<file path="src/rttip_pkg.sv">
`timescale 1ns / 1ps
// Package for the radix text to integer parser: constants, radix codes,
// character codes and the classified character record. No dependencies.
package rttip_pkg;

  localparam int VALUE_BITS     = 64;
  localparam int COUNT_BITS     = 7;
  localparam int QUEUE_DEPTH    = 4;
  localparam int QUEUE_PTR_BITS = $clog2(QUEUE_DEPTH);
  localparam int QUEUE_CNT_BITS = $clog2(QUEUE_DEPTH + 1);

  localparam logic [1:0] MODE_DEC = 2'd0;
  localparam logic [1:0] MODE_HEX = 2'd1;
  localparam logic [1:0] MODE_BIN = 2'd2;
  localparam logic [1:0] MODE_OCT = 2'd3;

  localparam logic [7:0] CHAR_SPACE = 8'h20;
  localparam logic [7:0] CHAR_TAB   = 8'h09;
  localparam logic [7:0] CHAR_CR    = 8'h0D;
  localparam logic [7:0] CHAR_0     = 8'h30;
  localparam logic [7:0] CHAR_1     = 8'h31;
  localparam logic [7:0] CHAR_7     = 8'h37;
  localparam logic [7:0] CHAR_9     = 8'h39;
  localparam logic [7:0] CHAR_UA    = 8'h41;
  localparam logic [7:0] CHAR_UF    = 8'h46;
  localparam logic [7:0] CHAR_LA    = 8'h61;
  localparam logic [7:0] CHAR_LF    = 8'h66;
  localparam logic [7:0] CHAR_UB    = 8'h42;
  localparam logic [7:0] CHAR_LB    = 8'h62;
  localparam logic [7:0] CHAR_UX    = 8'h58;
  localparam logic [7:0] CHAR_LX    = 8'h78;

  typedef struct packed {
    logic       is_end;
    logic       white;
    logic       zero;
    logic       prefix;
    logic       digit_ok;
    logic [3:0] digit;
    logic [1:0] mode;
  } entry_t;

endpackage

</file>
<file path="src/rttip_if.sv">
`timescale 1ns / 1ps
// Valid/ready channel interfaces for characters, results and the mode write.
// Depends on nothing.
interface rttip_in_if;
  logic       valid;
  logic       ready;
  logic [7:0] ch;
  logic       is_end;
  modport source (output valid, ch, is_end, input ready);
  modport sink (input valid, ch, is_end, output ready);
endinterface

interface rttip_out_if;
  logic        valid;
  logic        ready;
  logic [63:0] value;
  logic        ok;
  modport source (output valid, value, ok, input ready);
  modport sink (input valid, value, ok, output ready);
endinterface

interface rttip_cfg_if;
  logic       valid;
  logic       ready;
  logic [1:0] data;
  modport source (output valid, data, input ready);
  modport sink (input valid, data, output ready);
endinterface

</file>
<file path="src/rttip_front.sv">
`timescale 1ns / 1ps
// Front end: holds the radix mode register and classifies each character.
// Depends on rttip_pkg and rttip_if.
module rttip_front (
  input  logic              clk,
  input  logic              rst,
  rttip_cfg_if.sink         cfg,
  rttip_in_if.sink          chars,
  output rttip_pkg::entry_t push_entry,
  output logic              push_valid,
  input  logic              push_ready
);
  import rttip_pkg::*;

  logic [1:0] radix_mode;
  logic [7:0] c;

  assign cfg.ready = 1'b1;

  always_ff @(posedge clk) begin
    if (rst) begin
      radix_mode <= MODE_DEC;
    end else if (cfg.valid && cfg.ready) begin
      radix_mode <= cfg.data;
    end
  end

  assign c           = chars.ch;
  assign push_valid  = chars.valid;
  assign chars.ready = push_ready;

  always_comb begin
    push_entry        = '0;
    push_entry.is_end = chars.is_end;
    push_entry.mode   = radix_mode;
    push_entry.white  = (c == CHAR_SPACE) || (c >= CHAR_TAB && c <= CHAR_CR);
    push_entry.zero   = (c == CHAR_0);
    push_entry.prefix = ((radix_mode == MODE_HEX) && (c == CHAR_LX || c == CHAR_UX)) ||
                        ((radix_mode == MODE_BIN) && (c == CHAR_LB || c == CHAR_UB));
    case (radix_mode)
      MODE_DEC: begin
        push_entry.digit_ok = (c >= CHAR_0 && c <= CHAR_9);
        push_entry.digit    = 4'(c - CHAR_0);
      end
      MODE_HEX: begin
        if (c >= CHAR_0 && c <= CHAR_9) begin
          push_entry.digit_ok = 1'b1;
          push_entry.digit    = 4'(c - CHAR_0);
        end else if (c >= CHAR_LA && c <= CHAR_LF) begin
          push_entry.digit_ok = 1'b1;
          push_entry.digit    = 4'(c - CHAR_LA + 8'd10);
        end else if (c >= CHAR_UA && c <= CHAR_UF) begin
          push_entry.digit_ok = 1'b1;
          push_entry.digit    = 4'(c - CHAR_UA + 8'd10);
        end
      end
      MODE_BIN: begin
        push_entry.digit_ok = (c == CHAR_0 || c == CHAR_1);
        push_entry.digit    = 4'(c - CHAR_0);
      end
      default: begin
        push_entry.digit_ok = (c >= CHAR_0 && c <= CHAR_7);
        push_entry.digit    = 4'(c - CHAR_0);
      end
    endcase
  end

endmodule

</file>
<file path="src/rttip_queue.sv">
`timescale 1ns / 1ps
// Short first-in first-out queue of classified characters between the
// front and back ends. Depends on rttip_pkg.
module rttip_queue (
  input  logic              clk,
  input  logic              rst,
  input  rttip_pkg::entry_t push_entry,
  input  logic              push_valid,
  output logic              push_ready,
  output rttip_pkg::entry_t head,
  output logic              pop_valid,
  input  logic              pop_ready
);
  import rttip_pkg::*;

  entry_t                    slots [QUEUE_DEPTH];
  logic [QUEUE_PTR_BITS-1:0] wr_ptr;
  logic [QUEUE_PTR_BITS-1:0] rd_ptr;
  logic [QUEUE_CNT_BITS-1:0] count;
  logic                      push;
  logic                      pop;

  assign push_ready = (count != QUEUE_CNT_BITS'(QUEUE_DEPTH));
  assign pop_valid  = (count != '0);
  assign head       = slots[rd_ptr];
  assign push       = push_valid && push_ready;
  assign pop        = pop_valid && pop_ready;

  always_ff @(posedge clk) begin
    if (push) begin
      slots[wr_ptr] <= push_entry;
    end
  end

  always_ff @(posedge clk) begin
    if (rst) begin
      wr_ptr <= '0;
      rd_ptr <= '0;
      count  <= '0;
    end else begin
      if (push) begin
        wr_ptr <= wr_ptr + 1'b1;
      end
      if (pop) begin
        rd_ptr <= rd_ptr + 1'b1;
      end
      if (push && !pop) begin
        count <= count + 1'b1;
      end else if (pop && !push) begin
        count <= count - 1'b1;
      end
    end
  end

endmodule

</file>
<file path="src/rttip_back.sv">
`timescale 1ns / 1ps
// Back end: parse state, digit accumulation with overflow checks and the
// result register. Depends on rttip_pkg and rttip_if.
module rttip_back (
  input  logic              clk,
  input  logic              rst,
  input  rttip_pkg::entry_t head,
  input  logic              pop_valid,
  output logic              pop_ready,
  rttip_out_if.source       result
);
  import rttip_pkg::*;

  localparam logic [1:0] PH_SKIP   = 2'd0;
  localparam logic [1:0] PH_ZERO   = 2'd1;
  localparam logic [1:0] PH_PREFIX = 2'd2;
  localparam logic [1:0] PH_DIGITS = 2'd3;

  logic [1:0]            phase;
  logic [1:0]            phase_next;
  logic [VALUE_BITS-1:0] accumulator;
  logic [VALUE_BITS-1:0] accumulator_next;
  logic [COUNT_BITS-1:0] digit_count;
  logic [COUNT_BITS-1:0] digit_count_next;
  logic                  failed;
  logic                  failed_next;
  logic                  out_valid;
  logic [63:0]           res_value;
  logic                  out_ok;

  logic                  pop;
  logic                  end_ok;
  logic [VALUE_BITS+3:0] dec_sum;
  logic [VALUE_BITS-1:0] dig_acc;
  logic                  dig_ovf;
  logic [COUNT_BITS-1:0] count_inc;

  assign pop_ready    = !head.is_end || !out_valid || result.ready;
  assign pop          = pop_valid && pop_ready;
  assign end_ok       = !failed && (phase == PH_ZERO || phase == PH_DIGITS);
  assign result.valid = out_valid;
  assign result.value = res_value;
  assign result.ok    = out_ok;

  assign dec_sum   = {1'b0, accumulator, 3'b000} + {3'b000, accumulator, 1'b0} +
                     {{VALUE_BITS{1'b0}}, head.digit};
  assign count_inc = (digit_count == '1) ? digit_count : digit_count + 1'b1;

  always_comb begin
    case (head.mode)
      MODE_DEC: begin
        dig_acc = dec_sum[VALUE_BITS-1:0];
        dig_ovf = (dec_sum[VALUE_BITS+3:VALUE_BITS] != '0);
      end
      MODE_HEX: begin
        dig_acc = {accumulator[VALUE_BITS-5:0], head.digit};
        dig_ovf = (accumulator[VALUE_BITS-1 -: 4] != '0);
      end
      MODE_BIN: begin
        dig_acc = {accumulator[VALUE_BITS-2:0], head.digit[0]};
        dig_ovf = (digit_count >= COUNT_BITS'(VALUE_BITS));
      end
      default: begin
        dig_acc = {accumulator[VALUE_BITS-4:0], head.digit[2:0]};
        dig_ovf = (accumulator[VALUE_BITS-1 -: 3] != '0);
      end
    endcase
  end

  always_comb begin
    phase_next       = phase;
    accumulator_next = accumulator;
    digit_count_next = digit_count;
    failed_next      = failed;
    if (pop) begin
      if (head.is_end) begin
        phase_next       = PH_SKIP;
        accumulator_next = '0;
        digit_count_next = '0;
        failed_next      = 1'b0;
      end else if (!failed) begin
        if (phase == PH_SKIP && head.white) begin
          phase_next = PH_SKIP;
        end else if (phase == PH_SKIP && head.zero) begin
          phase_next       = PH_ZERO;
          accumulator_next = '0;
          digit_count_next = COUNT_BITS'(1);
        end else if (phase == PH_ZERO && head.prefix) begin
          phase_next       = PH_PREFIX;
          accumulator_next = '0;
          digit_count_next = '0;
        end else if (!head.digit_ok || dig_ovf) begin
          failed_next = 1'b1;
        end else begin
          phase_next       = PH_DIGITS;
          accumulator_next = dig_acc;
          digit_count_next = count_inc;
        end
      end
    end
  end

  always_ff @(posedge clk) begin
    if (rst) begin
      phase       <= PH_SKIP;
      accumulator <= '0;
      digit_count <= '0;
      failed      <= 1'b0;
    end else begin
      phase       <= phase_next;
      accumulator <= accumulator_next;
      digit_count <= digit_count_next;
      failed      <= failed_next;
    end
  end

  always_ff @(posedge clk) begin
    if (rst) begin
      out_valid <= 1'b0;
    end else if (pop && head.is_end) begin
      out_valid <= 1'b1;
    end else if (result.ready) begin
      out_valid <= 1'b0;
    end
  end

  always_ff @(posedge clk) begin
    if (pop && head.is_end) begin
      res_value <= end_ok ? 64'(accumulator) : 64'd0;
      out_ok    <= end_ok;
    end
  end

  a_fail_zero: assert property (@(posedge clk) disable iff (rst)
    out_valid && !out_ok |-> res_value == 64'd0)
    else $error("failed result carries a non-zero value");

  a_end_clears: assert property (@(posedge clk) disable iff (rst)
    pop && head.is_end |=> phase == PH_SKIP && !failed && digit_count == '0)
    else $error("parse state not cleared after end marker");

  a_prefix_state: assert property (@(posedge clk) disable iff (rst)
    phase == PH_PREFIX |-> accumulator == '0 && digit_count == '0)
    else $error("prefix phase with stale accumulator or count");

  a_zero_state: assert property (@(posedge clk) disable iff (rst)
    phase == PH_ZERO |-> accumulator == '0 && digit_count == COUNT_BITS'(1))
    else $error("leading zero phase with wrong accumulator or count");

endmodule

</file>
<file path="src/radix_text_to_integer_parser.sv">
`timescale 1ns / 1ps
// Streaming ASCII number parser. Throughput is one character or end marker per
// cycle unless the queue is full or a waiting result holds back an end marker,
// set by the back end's digit update (times ten as a shift-add and one wide
// compare). A character enters a queue slot at its transfer and is applied when
// popped; popping the end marker loads the result. Synchronous reset clears the
// parse state, queue and result valid flag, and sets the radix mode to decimal.
module radix_text_to_integer_parser (
  input  logic         clk,
  input  logic         rst,
  rttip_cfg_if.sink    cfg,
  rttip_in_if.sink     chars,
  rttip_out_if.source  result
);
  import rttip_pkg::*;

  entry_t push_entry;
  logic   push_valid;
  logic   push_ready;
  entry_t head;
  logic   pop_valid;
  logic   pop_ready;

  rttip_front u_front (
    .clk        (clk),
    .rst        (rst),
    .cfg        (cfg),
    .chars      (chars),
    .push_entry (push_entry),
    .push_valid (push_valid),
    .push_ready (push_ready)
  );

  rttip_queue u_queue (
    .clk        (clk),
    .rst        (rst),
    .push_entry (push_entry),
    .push_valid (push_valid),
    .push_ready (push_ready),
    .head       (head),
    .pop_valid  (pop_valid),
    .pop_ready  (pop_ready)
  );

  rttip_back u_back (
    .clk       (clk),
    .rst       (rst),
    .head      (head),
    .pop_valid (pop_valid),
    .pop_ready (pop_ready),
    .result    (result)
  );

endmodule
</file>
<file path="src/flat_wrapper.sv">
// flat-port wrapper written by rule: the top's interface ports become plain ports
module radix_text_to_integer_parser_flat import rttip_pkg::*;
  (clk, rst, cfg_valid, cfg_data, cfg_ready, chars_valid, chars_ch, chars_is_end, chars_ready, result_valid, result_value, result_ok, result_ready);
  rttip_cfg_if cfg_i ();
  rttip_in_if chars_i ();
  rttip_out_if result_i ();
  input  logic clk;
  input  logic rst;
  input wire logic [$bits(cfg_i.valid)-1:0] cfg_valid;
  input wire logic [$bits(cfg_i.data)-1:0] cfg_data;
  output wire logic [$bits(cfg_i.ready)-1:0] cfg_ready;
  input wire logic [$bits(chars_i.valid)-1:0] chars_valid;
  input wire logic [$bits(chars_i.ch)-1:0] chars_ch;
  input wire logic [$bits(chars_i.is_end)-1:0] chars_is_end;
  output wire logic [$bits(chars_i.ready)-1:0] chars_ready;
  output wire logic [$bits(result_i.valid)-1:0] result_valid;
  output wire logic [$bits(result_i.value)-1:0] result_value;
  output wire logic [$bits(result_i.ok)-1:0] result_ok;
  input wire logic [$bits(result_i.ready)-1:0] result_ready;
  assign cfg_i.valid = cfg_valid;
  assign cfg_i.data = cfg_data;
  assign cfg_ready = cfg_i.ready;
  assign chars_i.valid = chars_valid;
  assign chars_i.ch = chars_ch;
  assign chars_i.is_end = chars_is_end;
  assign chars_ready = chars_i.ready;
  assign result_valid = result_i.valid;
  assign result_value = result_i.value;
  assign result_ok = result_i.ok;
  assign result_i.ready = result_ready;
  radix_text_to_integer_parser u_core (.clk(clk), .rst(rst), .cfg(cfg_i), .chars(chars_i), .result(result_i));
endmodule
</file>
<file path="config.mk">
export PLATFORM = sky130hd
export DESIGN_NAME = radix_text_to_integer_parser_flat
export DESIGN_NICKNAME = d
export VERILOG_FILES = /design/src/rttip_pkg.sv /design/src/rttip_if.sv /design/src/rttip_front.sv /design/src/rttip_queue.sv /design/src/rttip_back.sv /design/src/radix_text_to_integer_parser.sv /design/src/flat_wrapper.sv
export SDC_FILE = /design/constraint.sdc
export NUM_CORES = 1
export LEC_CHECK = 0
export BUFFER_PORTS_ARGS = -buffer_cell sky130_fd_sc_hd__buf_2
export CELL_PAD_IN_SITES_DETAIL_PLACEMENT = 1
export CELL_PAD_IN_SITES_GLOBAL_PLACEMENT = 1
export CORE_AREA = 2 2 241 243
export CTS_CLUSTER_SIZE = 30
export DETAILED_ROUTE_END_ITERATION = 8
export DIE_AREA = 0 0 243 245
export MAX_ROUTING_LAYER = met4
export PLACE_DENSITY = 0.55
export SLEW_MARGIN = 5
export SYNTH_ARGS = -nofsm -noshare
export SYNTH_HDL_FRONTEND = slang
export SYNTH_HIERARCHICAL = 1
export SYNTH_SLANG_ARGS = --single-unit
</file>
<file path="constraint.sdc">
create_clock -name clk -period 4.5 [get_ports clk]
set_clock_uncertainty 0.15 [all_clocks]
set_input_delay 0.225 -clock clk [delete_from_list [all_inputs] [get_ports clk]]
set_output_delay 0.225 -clock clk [all_outputs]
set_load 0.03 [all_outputs]
</file>
==> impl_metrics.toml <==
[placement]
hpwlAfterDp_um = 31200
finalWeightedCongestion = 0.847
port-buffer-count = 82
dp.cells = 2226

[pwr]
power.share.switching_pct = 42.5
p_switching_mw = 3.41
vdd.ir_drop.worst_mv = 0.416
power.share.clock_pct = 20.0
power.combinational.fraction_pct = 49.6
power.density_cell_area_mw_per_mm2 = 472
p_seq_share_pct = 30.4
internal_power_mw = 4.60
leakage_nw = 7.02

[timing]
period_minus_slack_ps = 4610
worst_slew_margin_rel_pct = 47.3
min_period_over_period_pct = 102
grt_setup_unrepaired = "true"
worst-slew-pin-transition_ps = 790
timing_hold_violations_final = 0
layout_setup_ws_ps = -109
setup_viol_count_final = 28
setup-tns-final_ps = -2150
max_freq_mhz = 217
count_of_final_max_slew_check_failures = 0

[route]
drt-vias-per-instance = 4.99
final_antenna_net_count = 0
drt-wirelength-per-cell_um = 19.0
drtPass1Iterations = 5
drt-total-wl_um = 43500
drt_iter0_drc = 471
drt_drc_violations_left = 0
detailroute.via_count = 11400

[worst_setup_path]
worstPathMaxFanout = 6
crit_type = "reg -> reg"
timing.critical_path.arrival_ps = 4890
cp_data_required_time_ps = 4780
setup.worst_path.end_class = "flip-flop"
category_of_the_worst_setup_path_launch_point = "flip-flop"

[synth]
synth_area_mm2 = 0.0141
synth_area_leaders = "edfxtp_1 23%, ha_1 12%, dfxtp_1 12%"
synthTopCellsByCount = "138 x ha_1, 117 x a21oi_1, 109 x edfxtp_1, 107 x nand2_1, 86 x dfxtp_1"
synth_top_cell_by_area = "edfxtp_1"
yosys.cell_count.top_type = "ha_1"
yosysSeqAreaShare_pct = 35.3
synthesis.instances = 1382
synth_enable_flop_cells = 109
yosys_warnings = 6
synth_nets = 1539
synth-seq-cells = 195
ys_async_sr_fraction_pct = 0
synth.distinct_cells = 93
synth.top_cell.area_share_pct = 23.1
postSynthAreaPerCell_um2 = 10.2
ys_dominant_reg_cell = "edfxtp_1"

[global_routing]
maximum_number_of_pins_on_one_net_before_global_route_repair = 49
groute.usage.overall_pct = 15.2
global_route.overflow_total = 0
number_of_antenna_violations_at_the_first_check_in_global_routing = 0
grt_use_met1_pct = 18.8
grt_pass1_vias = 12100
global_route.usage.met2_pct = 25.1
top_usage_layer = "met2"
grt_first_pass_wirelength_um = 69100
grt_use_met3_pct = 2.68

[clock_network]
worstSkewPairLatency_ps = 500
htree_levels = 4
worst_setup_hold_path_clk_slew_ps = 80
clk_sink_count = 195
cts_tree = "yes"
cts_root_buffer = "clkbuf_16"
cts_buffers = 17
clockBufferDepth = 2

[floorplanning]
die_width_um = 243
io_pins = 84
initial_utilization_pct = 24.8
core-area_mm2 = 0.0570
placement_rows = 88
dieArea_mm2 = 0.0595
die_h_um = 245

[status]
run_status = "complete, but fails checks"
failed_checks = "negative setup slack"

[finish]
num-nets-final = 1671
share_of_layout_cells_above_drive_strength_1_pct = 22.5
antenna_cells = 0
area.growth.synth_to_final_pct = 20.0
layout.cells.non_filler = 2292

[worst_hold_path]
hold_path.class = "in -> reg"

[job]
max-cap-violations = 0
==> critical path: stages (launching register included) <==
cell,delay [ps]
dfxtp_4,370
mux4_2,560
ha_4,310
ha_4,130
inv_2,40
fa_2,410
nor2b_4,140
o31ai_2,80
buf_4,150
a211o_1,280
a211o_1,290
nand2_1,100
mux2i_1,230
a2bb2oi_2,170
and2_4,160
a31oi_4,120
buf_4,190
buf_12,130
or3b_4,360
a21oi_1,140
==> logic make-up after synthesis <==
| logic type | count (synthesis) | synth area share (%) |
|---|---|---|
| buf+inv | 120 | 3.76 |
| fa+ha+maj | 141 | 12.6 |
| mux | 82 | 11.1 |
| simple gates | 407 | 15.4 |
| compound gates | 374 | 18.0 |
| flops | 195 | 35.3 |
| xor+xnor | 62 | 3.84 |
| other cells | 1 | 0.0265 |
==> worst paths after layout <==
| kind | from | depth (start not counted) | endpoint | slack (ps) |
|---|---|---|---|---|
| setup / recovery | flip-flop | 19 | u_core/u_back/accumulator[21] | -110 |
| hold / removal | chars_ch[5] | 3 | u_core/u_queue/slots[2][8] | 100 |
| setup reg to reg | flip-flop | 19 | u_core/u_back/accumulator[21] | -110 |
| hold reg to reg | u_core/u_back/digit_count[1] | 2 | u_core/u_back/digit_count[1] | 340 |
==> routing by layer <==
| layer | vias up | wire [um] |
|---|---|---|
| met5 | - | 0 |
| met4 | 0 | 1100 |
| met3 | 51 | 1010 |
| met2 | 126 | 21200 |
| met1 | 5743 | 20200 |
| li1 | 5525 | - |
==> per-stage QoR <==
| stage | setup slack, ps | total power, mW | util [%] | instance area [um^2] | hold WS, ps |
|---|---|---|---|---|---|
| after floorplan | 2.82 | 4.72 | - | 14200 | 147 |
| after global placement | -218 | 5.77 | 27.7 | 15800 | 307 |
| after detailed placement | -252 | 5.84 | 27.7 | 15800 | 309 |
| after CTS | -134 | 7.74 | 29.3 | 16700 | 62.6 |
| after global routing | -261 | 8.48 | 29.8 | 17000 | 106 |
| final | -109 | 8.01 | 29.8 | 17000 | 98.4 |
==> power by group through the flow <==
stage,Combinational [mW],Clock (mW),Sequential (mW)
floorplan,1.86,0,2.86
global placement,3.30,0,2.47
detailed placement,3.36,0,2.48
CTS,3.62,1.68,2.44
global route,4.27,1.74,2.48
finish,3.97,1.60,2.43
==> cell usage in the layout, fill, tap and decap left out, drive strengths merged, types with 20 or more instances in the layout <==
cell    synthesis  layout
edfxtp        109     109
nand4          21      21
ha            138     138
xnor2          38      38
nand3          36      36
nor2           69      69
xor2           24      24
a21o           20      20
mux2i          20      20
a22o           37      37
inv            42      51
o21ai          73      73
nand2         107     107
dfxtp          86      86
mux4           59      59
buf            28     175
clkbuf         50      21
and2           77      77
a21oi         117     117
==> registers in the layout (all words and copies together) (netlist names), named ones only <==
signal                      count
u_core/u_back/result.valid      1
u_core/u_queue/count            3
u_core/u_front/radix_mode       2
u_core/u_back/accumulator      64
u_core/u_queue/wr_ptr           2
u_core/u_queue/slots           44
u_core/u_back/result.ok         1
u_core/u_back/failed            1
u_core/u_back/result.value     64
u_core/u_back/digit_count       7
u_core/u_back/phase             2
u_core/u_queue/rd_ptr           2
==> repair_timing <==
action                                  CTS  global route
pin swaps                                24            17
cloned                                    3             4
hold buffers                             12             0
hold endpoints to repair                 24             0
resized for setup                        28            18
setup buffers                             6             9
endpoints found under the setup margin   74            74
==> area by class of cell <==
cell class                      instances  area (um^2)
Inverter                               42          158
Clock buffer                           17          425
Clock inverter                         15          164
Sequential cell                       195         5000
Fill cell                            6592        40100
Tap cell                              765          957
Timing Repair Buffer                  191         1490
Multi-Input combinational cell       1067         8790
(Power assumes the default switching activity.)
